**src/hw/rtl/sukl_pkg.sv**
```systemverilog
// Shared types and constants for the sorted unique key list.
// Request/response payloads, per-cell control, status codes, sequencer states.
// No dependencies.
`default_nettype none

package sukl_pkg;

  localparam int KEY_W          = 32;
  localparam int COUNT_OUT_W    = 7;
  localparam int CAPACITY_DFLT  = 64;

  typedef logic signed [KEY_W-1:0] key_t;

  localparam logic OP_INSERT = 1'b0;
  localparam logic OP_DELETE = 1'b1;

  typedef enum logic [2:0] {
    ST_DONE     = 3'd0,
    ST_DUP      = 3'd1,
    ST_NOTFOUND = 3'd2,
    ST_EMPTY    = 3'd3,
    ST_FULL     = 3'd4
  } status_t;

  typedef struct packed {
    logic opcode;
    key_t key;
  } sukl_req_t;

  typedef struct packed {
    logic [2:0]             status;
    logic [COUNT_OUT_W-1:0] entry_count;
  } sukl_rsp_t;

  typedef struct packed {
    logic cmp_en;
    logic ins_en;
    logic del_en;
  } sukl_cell_ctl_t;

  typedef enum logic [1:0] {
    SEQ_IDLE,
    SEQ_CMP,
    SEQ_UPD
  } sukl_state_t;

endpackage

`default_nettype wire

```
**src/hw/rtl/sukl_cell.sv**
```systemverilog
// One slot of the key chain: holds a key and its valid bit, compares against
// the request key, and shifts from its left or right neighbor on update.
// Depends on sukl_pkg.
`default_nettype none

module sukl_cell (
  input  wire logic                    clk,
  input  wire logic                    rst_n,
  input  wire sukl_pkg::sukl_cell_ctl_t ctl,
  input  wire sukl_pkg::key_t          req_key,
  input  wire sukl_pkg::key_t          left_key,
  input  wire logic                    left_valid,
  input  wire logic                    left_lt,
  input  wire sukl_pkg::key_t          right_key,
  input  wire logic                    right_valid,
  output sukl_pkg::key_t               key,
  output logic                         valid,
  output logic                         lt,
  output logic                         eq
);
  import sukl_pkg::*;

  key_t key_r, key_nxt;
  logic valid_r, valid_nxt;
  logic lt_r, lt_nxt;
  logic eq_r, eq_nxt;

  always_comb begin
    lt_nxt = lt_r;
    eq_nxt = eq_r;
    if (ctl.cmp_en) begin
      lt_nxt = valid_r && (key_r < req_key);
      eq_nxt = valid_r && (key_r == req_key);
    end
  end

  // insert: slots at or above the position take the left neighbor (or the new key)
  // delete: slots at or above the position take the right neighbor
  always_comb begin
    key_nxt   = key_r;
    valid_nxt = valid_r;
    if (ctl.ins_en && !lt_r) begin
      if (left_lt) begin
        key_nxt   = req_key;
        valid_nxt = 1'b1;
      end else begin
        key_nxt   = left_key;
        valid_nxt = left_valid;
      end
    end else if (ctl.del_en && !lt_r) begin
      key_nxt   = right_key;
      valid_nxt = right_valid;
    end
  end

  always_ff @(posedge clk) begin
    if (!rst_n) begin
      valid_r <= 1'b0;
      lt_r    <= 1'b0;
      eq_r    <= 1'b0;
    end else begin
      valid_r <= valid_nxt;
      lt_r    <= lt_nxt;
      eq_r    <= eq_nxt;
    end
  end

  always_ff @(posedge clk) begin
    key_r <= key_nxt;
  end

  assign key   = key_r;
  assign valid = valid_r;
  assign lt    = lt_r;
  assign eq    = eq_r;

endmodule

`default_nettype wire

```
**config.mk**
```make
export PLATFORM = sky130hd
export DESIGN_NAME = sukl_cell
export DESIGN_NICKNAME = d
export VERILOG_FILES = /design/src/hw/rtl/sukl_pkg.sv /design/src/hw/rtl/sukl_cell.sv
export SDC_FILE = /design/constraint.sdc
export NUM_CORES = 1
export LEC_CHECK = 0
export BUFFER_PORTS_ARGS = -buffer_cell sky130_fd_sc_hd__buf_2
export CAP_MARGIN = 20
export CORE_ASPECT_RATIO = 2
export CORE_MARGIN = 4
export CORE_UTILIZATION = 49
export CTS_CLUSTER_SIZE = 40
export DETAILED_ROUTE_END_ITERATION = 10
export PLACE_DENSITY = 0.87
export SYNTH_ARGS = -nofsm -noshare
export SYNTH_HDL_FRONTEND = slang
export SYNTH_SLANG_ARGS = --single-unit
```
**constraint.sdc**
```tcl
create_clock -name clk -period 6.89 [get_ports clk]
set_input_delay 0.3445 -clock clk [delete_from_list [all_inputs] [get_ports clk]]
set_output_delay 0.3445 -clock clk [all_outputs]
set_load 0.005 [all_outputs]
```
==> metrics, run 1 <==
outcome finished clean; crit-path most repeated cell nand2_1; Top FF cell, synth edfxtp_1; fmax between 400 and 500 MHz; met1 WL approximately 2400 microns; most common cell in the netlist nand2_1; DIE AREA 6510 sq um; Cell Area, Synth 2560 sq um; DR top layer met4; Tot GR Track Use 22.3%; Bufs and invs on worst path 0; Pwr per Cell Area 192 nW/um^2; I/O pins about 140; initial DRC count 100; area of the multi-input gates 1390 sq um; post-CTS setup buffers 0; Critical Path RT roughly 7 ns; slowest CP cell or4b_1; Clock Path Buffers 2; DR vias/cell 5.36; first-pass GRT wire length 10900 microns; post-route ant nets 0; # nets final 544; Crit path max-delay family compound AO/OA/AOI/OAI gates; DRC Markers 0; FP Rows 37; Crit. End Element register; Post-Route Utilization between 60% and 70%; Arr. time, crit path roughly 2.5 ns; vias in the first global route 2550; Final Worst Setup Slack 4.63 ns; critical path, cell by cell ha_1 > a21oi_2 > nand2_1 > a221o_1 > o31a_1 > or4b_1 > nand2_1; post-route insts no fill 467; Clk Latency, worst-skew pair roughly 0.3 ns; WL final 7150 microns; DRT Pass-1 Iters 4; htree depth 2; clock skew 0.00743 ns; CTS clk-pin slew, worst paths about 0.080 ns; Area Overhead vs Synth 33.5%; fraction of layout cells with a size suffix above 1 36.9%; pre-CTS setup slack between 4 and 5 ns; most frequent cells after synthesis nand2_1, o21ai_1; crit-path max FO 3; initial cell density of the core 50.2%; hold bufs inserted after CTS 0; Setup Crit Path Kind reg2reg; Mapped Nets 409; largest net degree at the start of global routing 67; IO Port Bufs ~140; TritonCTS buffer count 5; Die Span X ~59 microns; worst-margin pin slew 0.994 ns; routed wl met2 4120 microns; unrepaired setup endpoints after global routing no; Tmin final about 2.3 ns; Synth Register Bits 35; Seq/Total Area, Yosys 39.9%; Hold Crit Class in2reg; Antenna Cells 0; chip height ~110 microns; number of synthesized flops with an enable pin 32; max cap viols 0; Synth top area share between 30% and 40%; Via Count 2501; placed cells 459; Slew headroom between 30 and 40%; CTS tree yes; final hold violations 0; leak pwr 1.81 nW; endpoints failing setup 0; Sequential Area 1020 sq um; clk sinks 35; CP max stage delay 0.50 ns; startpoint types register; Final Max Tran Viols 0; Synth Warn # 0; setup TNS 0 ns; synth top area cells edfxtp_1, ha_1, mux2i_1; PnR Total Power 0.657 mW; distinct cell type count after synthesis 30; Syn Area/Cell 9.37 sq um; Filler cells 446; drt wl/cell ~15 microns; root buffer cell clkbuf_8; CORE AREA around 5100 sq um; post-CTS sizing 0; gpl congestion 0.890; Detailed Place HPWL 5840 microns; cell count after synthesis 273; antenna violations before repair 0; DR WL met3 roughly 430 microns; worst-case vdd ir drop 0.000201 V; Synth area leader edfxtp_1; grt ovf 0; period utilisation layout 32.8%; ys async rst share 0%
==> report_power, final <==
group | internal, mW | switching, mW
registers | 0.265 | 0.0150
logic | 0.0861 | 0.0959
clock network | 0.117 | 0.0772
total | 0.468 | 0.188
==> kinds of logic after synthesis <==
group | after synthesis | share of synthesized area [%]
AOI/OAI and AO/OA | 61 | 13.5
adders and majority gates | 32 | 15.7
buffers and inverters | 43 | 6.31
DFF | 35 | 39.9
muxes | 32 | 12.5
and+or+nand+nor | 70 | 12.1
==> cell usage in the layout, fill, tap and decap left out, types with 2 or more instances in the layout <==
cell      synthesis  layout
nand3_1           5       5
nor4_1            2       2
a21boi_1          2       2
nand2b_1          3       2
dfxtp_1           3       3
nand2_1          42      42
inv_1            32      32
mux2i_1          32      32
edfxtp_1         32      32
nor2_1            8       7
buf_2             0     138
a21oi_1          13      13
ha_1             32      32
clkbuf_8          0       6
o21ai_1          34      34
nand4_1           7       7
o21ai_0           2       2
==> worst register-to-register path, delay by kind of cell, from the launching register on <==
family / cells / cell delay [ns]
AOI/OAI and AO/OA: 3 / 0.79
adders and majority gates: 1 / 0.34
DFF: 1 / 0.42
and+or+nand+nor: 3 / 0.65
==> flip-flops by register name, summed over array words and instances (netlist names) <==
register / count
eq: 1
key: 32
lt: 1
valid: 1
==> final cells by class <==
| class | count | area share, % |
|---|---|---|
| clock buffers | 6 | 2.42 |
| clock inverters | 2 | 1.03 |
| inverters | 32 | 3.52 |
| multi-input cells | 195 | 40.6 |
| flip-flops and latches | 35 | 29.9 |
| well taps | 58 | 2.13 |
| repair buffers | 139 | 20.4 |
==> per-stage QoR <==
stage                     area (sq um)  hold WS (ns)
final                             3410         0.322
after global routing              3410         0.324
after CTS                         3410         0.313
after detailed placement          3300         0.455
after global placement            3300         0.452
after floorplan                   2560         0.460
==> per-layer routing <==
metal	vias up	track usage, %
li1	1249	-
met2	97	43.2
met3	17	4.78
met5	-	0
met1	1138	21.2
met4	0	10.0
==> path summary, 6_finish.rpt <==
check / from / endpoint / slack (ns) / depth (start not counted)
hold / removal: right_key[13] / key[13] / 0.32 / 3
setup / recovery: key[14] / lt / 4.63 / 7
hold reg to reg: eq / eq / 0.47 / 2
setup reg to reg: key[14] / lt / 4.63 / 7
(Power assumes the default switching activity.)
==> run 2: changes to the inputs <==
--- a/config.mk
+++ b/config.mk
@@ -9,10 +9,10 @@
 export CAP_MARGIN = 20
 export CORE_ASPECT_RATIO = 2
 export CORE_MARGIN = 4
-export CORE_UTILIZATION = 49
+export CORE_UTILIZATION = 45
 export CTS_CLUSTER_SIZE = 40
 export DETAILED_ROUTE_END_ITERATION = 10
-export PLACE_DENSITY = 0.87
+export PLACE_DENSITY = 0.81
 export SYNTH_ARGS = -nofsm -noshare
 export SYNTH_HDL_FRONTEND = slang
 export SYNTH_SLANG_ARGS = --single-unit
==> constraint.sdc (replaced) <==
create_clock -name clk -period 2.1 [get_ports clk]
set_input_delay 0.105 -clock clk [delete_from_list [all_inputs] [get_ports clk]]
set_output_delay 0.105 -clock clk [all_outputs]
set_load 0.005 [all_outputs]
==> run 2 against run 1 <==
Compared with the run above: highest routed layer unchanged; combinational power grew to 3.7 times the previous value; total power grew to 3.1 times the previous value; first-iteration DRC count shrank 40%; cell area grew 3.7%.
==> metrics, run 2 (synthesis gave the netlist of run 1 again) <==
drt wl/cell between 15 and 20 microns; area post-placement 3390 sq um; Cell Int Power ~1.4 mW; Area Overhead vs Synth 38.4%; Die Span X 61.3 microns; CORE AREA about 5500 sq um; NetSw around 0.63 mW; worst-margin pin slew 0.578 ns; Bufs and invs on worst path 1; Clock Path Buffers 2; DRT Pass-1 Iters 4; initial DRC count 60; max cap viols 0; largest net degree at the start of global routing 34; Setup Crit Path Kind reg2reg; fraction of layout cells with a size suffix above 1 slightly below 40%; Slew headroom 61.4%; max reg flops 32; Clk Latency, worst-skew pair just under 0.3 ns; post-route design area about 3500 sq um; placed cells 467; critical path, cell by cell ha_1 > nand4_1 > buf_4 > nor4_1 > a21boi_2 > o31a_1 > or4b_1 > nand2_1; antenna violations before repair 0; DR vias/cell 5.24; root buffer cell clkbuf_8; WL final 7640 microns; slowest CP cell or4b_1; vias in the first global route 2569; DIE AREA about 7000 sq um; reg-to-reg slack, setup 0.03 ns; Antenna Cells 0; Via Count between 2k and 2.5k; post-route insts no fill 476; final hold violations 0; CTS tree yes; initial cell density of the core 46.8%; FP Rows 38; post-route ant nets 0; Hold Startpoint right_key[17]; clock power share 22.8%; CP max stage delay 0.51 ns; startpoint types register; sequential power share 44.8%; Pwr per Cell Area 581 nW/um^2; clock skew 0.00497 ns; Detailed Place HPWL 6160 microns; Hold Crit Endpoint key[17]; fmax between 400 and 500 MHz; worst-case vdd ir drop between 0.0004 and 0.0005 V; endpoints failing setup 0; commonest non-fill, non-tap cell in the layout buf_2; Crit. End Element register; Arr. time, crit path 2.31 ns; chip height 115 microns; gpl congestion 0.798; CTS clk-pin slew, worst paths 0.07 ns; Logic pwr share 32.4%; I/O pins 139; commonest non-fill, non-tap cells in the layout buf_2, nand2_1, o21ai_1; Tmin final 2.07 ns; hold bufs inserted after CTS 0; period utilisation layout 98.6%; htree depth 2; grt ovf 0; TritonCTS buffer count 5; # nets final 551; IO Port Bufs 138; crit-path max FO 2; outcome finished clean; Tot GR Track Use 21.7%; Hold Crit Class in2reg; DRC Markers 0; Crit path max-delay family simple AND/OR/NAND/NOR gates; Reg-to-Reg Start key[12]; worst r2r path cells 8; first-pass GRT wire length 11100 microns; switching fraction of total power roughly 31%; Critical Path RT between 2 and 2.5 ns; leak pwr 1.85 nW; Hold Crit Depth 3; worst r2r dst lt; clk sinks 35; Final Max Tran Viols 0; unrepaired setup endpoints after global routing yes
## run 2: cell types whose count changed in the layout (fill, tap and decap cells not counted), sizes merged
| cell | delta |
|---|---|
| bufinv | -1 |
| buf | +7 |
| clkbuf | -1 |
| clkinv | +2 |
## run 2: metrics by stage
step | total power, mW | util [%] | hold WS, ns | setup slack, ns | TNS (ns)
floorplan | 1.26 | - | 0.258 | 0.0174 | 0
global placement | 1.55 | 62.1 | 0.382 | -0.0130 | -0.0130
detailed placement | 1.58 | 62.1 | 0.390 | -0.0373 | -0.0373
CTS | 2.07 | 64.1 | 0.0824 | 0.0194 | 0
global route | 2.19 | 64.7 | 0.0845 | -0.0100 | -0.0100
finish | 2.06 | 64.7 | 0.0947 | 0.0304 | 0
## run 2: repair_timing
| action | CTS | global route |
|---|---|---|
| resized for setup | 3 | 3 |
| pin swaps | 10 | 3 |
| setup buffers | 1 | 0 |
| endpoints found under the setup margin | 1 | 1 |
## run 2: cell type report
cell class	instances	area, sq um
Clock buffer	5	68.8
Clock inverter	3	15.0
Fill cell	440	1930
Inverter	32	120
Multi-Input combinational cell	195	1450
Sequential cell	35	1020
Tap cell	60	75.1
Timing Repair Buffer	146	788
## run 2: routing by layer
metal | up-vias | global-route usage [%] | wire, microns
li1 | 1258 | - | -
met5 | - | 0 | 0
met4 | 0 | 10.6 | 252
met2 | 84 | 43.3 | 4590
met3 | 16 | 3.84 | 408
met1 | 1136 | 18.5 | 2390
## run 2: power by group through the flow
stage | Sequential, mW | Clock [mW] | Combinational (mW)
detailed placement | 0.933 | 0 | 0.645
global route | 0.932 | 0.520 | 0.743
floorplan | 0.938 | 0 | 0.320
global placement | 0.926 | 0 | 0.619
finish | 0.922 | 0.470 | 0.666
CTS | 0.919 | 0.491 | 0.658
## run 2: worst max-delay path by stage
stage | from | endpoint | slack, ns | cells after the start
4_1_cts | key[13] | lt | 0.02 | 8
6_report | key[12] | lt | 0.03 | 8
2_1_floorplan | key[5] | lt | 0.02 | 7
3_3_place_gp | key[7] | lt | -0.01 | 7
3_5_place_dp | key[5] | lt | -0.04 | 7
5_1_grt | key[14] | lt | -0.01 | 7
## run 2: worst min-delay path, stage by stage
cell	delay, ns
buf_2	0.07
nand2_1	0.03
o21ai_1	0.06
==> run 3: changes to the inputs <==
--- a/config.mk
+++ b/config.mk
@@ -9,10 +9,11 @@
 export CAP_MARGIN = 20
 export CORE_ASPECT_RATIO = 2
 export CORE_MARGIN = 4
-export CORE_UTILIZATION = 45
+export CORE_UTILIZATION = 47
+export CTS_BUF_LIST = sky130_fd_sc_hd__clkbuf_4 sky130_fd_sc_hd__clkbuf_8
 export CTS_CLUSTER_SIZE = 40
 export DETAILED_ROUTE_END_ITERATION = 10
-export PLACE_DENSITY = 0.81
+export PLACE_DENSITY = 0.84
 export SYNTH_ARGS = -nofsm -noshare
 export SYNTH_HDL_FRONTEND = slang
 export SYNTH_SLANG_ARGS = --single-unit
==> run 3 against run 2 <==
Compared with the run above: the run now ends with negative setup slack left; critical endpoint unchanged; worst hold slack improved by 0.0016 ns; highest routed layer unchanged; largest power group unchanged; register-to-register slack worse by 0.06 ns; cell area grew 0.53%; combinational power about the same; sequential power up 0.5%; sequential cell count unchanged; total power rose by 1.2%.
==> metrics, run 3 (synthesis gave the netlist of run 1 again) <==
endpoints failing setup 1; WL final 7650 microns; Reg-to-Reg Start key[5]; clk sinks 35; fmax 470 MHz; outcome finished with violations; Pwr per Cell Area 585 nW/um^2; initial DRC count 70; max cap viols 0; htree depth 2; violated checks negative setup slack; commonest non-fill, non-tap cell in the layout buf_2; commonest non-fill, non-tap cells in the layout buf_2, nand2_1, o21ai_1; Hold Startpoint right_key[26]; Die Span X 60.2 microns; I/O pins about 140; worst r2r dst lt; Critical Path RT 2.33 ns; root buffer cell clkbuf_8; max reg flops 32; post-route ant nets 0; Via Count 2515; Detailed Place HPWL 6130 microns; Area Overhead vs Synth 39.1%; gpl congestion a little over 0.8; final hold violations 0; antenna violations before repair 0; slowest CP cell or4b_1; Final Worst Setup Slack -0.0256 ns; period utilisation layout 101%; # nets final between 500 and 600; DR top layer met4; startpoint types register; reg-to-reg slack, setup -0.03 ns; Clock Path Buffers 2; Antenna Cells 0; Hold Crit Class in2reg; FP Rows 37; Crit. End Element register; unrepaired setup endpoints after global routing yes; largest net degree at the start of global routing 31; DR WL met3 491 microns; leak pwr roughly 1.8 nW; TritonCTS buffer count 5; DRC Markers 0; worst-case vdd ir drop 0.000504 V; CTS clk-pin slew, worst paths 0.07 ns; Setup Crit Path Kind reg2reg; clock skew 0.00353 ns; met1 WL 2550 microns; Filler cells 414; drt wl/cell 16.1 microns; pre-CTS setup slack -0.108 ns; area of the multi-input gates 1490 sq um; Final Max Tran Viols 0; Sequential Area 1020 sq um; CTS tree yes; DRT Pass-1 Iters 7; worst r2r path cells 7; DR vias/cell 5.29; Slew headroom 63.5%; Clk Latency, worst-skew pair 0.28 ns; vias in the first global route 2620; worst-margin pin slew between 0.5 and 0.6 ns; Hold Crit Endpoint key[26]; routed wl met2 4320 microns; grt ovf 0; Tot GR Track Use 22.2%; CP max stage delay about 0.50 ns; crit-path max FO 2; Tmin final 2.13 ns; initial cell density of the core between 40% and 50%; critical path, cell by cell ha_4 > a21oi_1 > o21ai_1 > a221o_1 > o31a_1 > or4b_1 > nand2_1; IO Port Bufs 138; Arr. time, crit path 2.36 ns; Hold Crit Depth 3; first-pass GRT wire length between 10000 and 15000 microns; CORE AREA 5230 sq um; fraction of layout cells with a size suffix above 1 40.0%; PnR Total Power 2.08 mW; DIE AREA 6760 sq um; chip height 112 microns; hold bufs inserted after CTS 0
## run 3: cell count changes in the layout (fill, tap and decap cells not counted)
cell / previous run / this run
buf_12: 3 / 1
a21oi_2: 2 / 1
a21oi_1: 12 / 13
ha_1: 27 / 24
clkinv_2: 3 / 1
ha_4: 5 / 8
clkbuf_4: 0 / 2
buf_4: 5 / 8
## run 3: metrics by stage
stage / utilization [%] / TNS, ns / area (sq um) / cells / hold slack [ns]
after floorplan: - / 0 / 2570 / 273 / 0.258
after global placement: 64.5 / -0.0436 / 3370 / 466 / 0.383
after detailed placement: 64.5 / -0.108 / 3370 / 466 / 0.390
after CTS: 66.2 / -0.00659 / 3460 / 474 / 0.0917
after global routing: 68.0 / -0.119 / 3560 / 475 / 0.103
final: 68.0 / -0.0256 / 3560 / 475 / 0.0963
## run 3: what timing repair did
| action | 4_1_cts | 5_1_grt |
|---|---|---|
| resized for setup | 1 | 7 |
| pin swaps | 5 | 3 |
| buffers inserted | 0 | 1 |
| endpoints found under the setup margin | 1 | 1 |
## run 3: worst max-delay path by stage
stage	cells past startpoint	endpoint	start
after floorplan	7	lt	key[5]
after global placement	7	lt	key[5]
after detailed placement	7	lt	key[7]
after CTS	7	lt	key[5]
after global routing	7	lt	key[5]
final	7	lt	key[5]
## run 3: layout make-up
class	instances	share of cell area (%)
Inverter	32	3.38
Clock buffer	7	2.36
Clock inverter	1	0.141
Timing Repair Buffer	147	21.7
Multi-Input combinational cell	195	41.7
Sequential cell	35	28.7
Tap cell	58	2.04
## run 3: report_power, final
group	leakage [nW]	total [mW]	internal, mW	switching (mW)
registers	0.355	0.927	0.870	0.0566
clock network	0.0491	0.493	0.258	0.235
logic	1.44	0.663	0.323	0.340
total	1.84	2.08	1.45	0.631
## run 3: critical path, delay by kind of cell (launching register included)
kind                       cells  cell delay (ns)
AOI/OAI and AO/OA              4             0.84
and+or+nand+nor                2             0.56
DFF                            1             0.43
adders and majority gates      1             0.24
## run 3: metal layers
layer  global-route usage [%]  up-vias
li1                         -     1261
met1                     22.3     1119
met2                     41.6      111
met3                     4.14       24
met4                     9.47        0
met5                        0        -
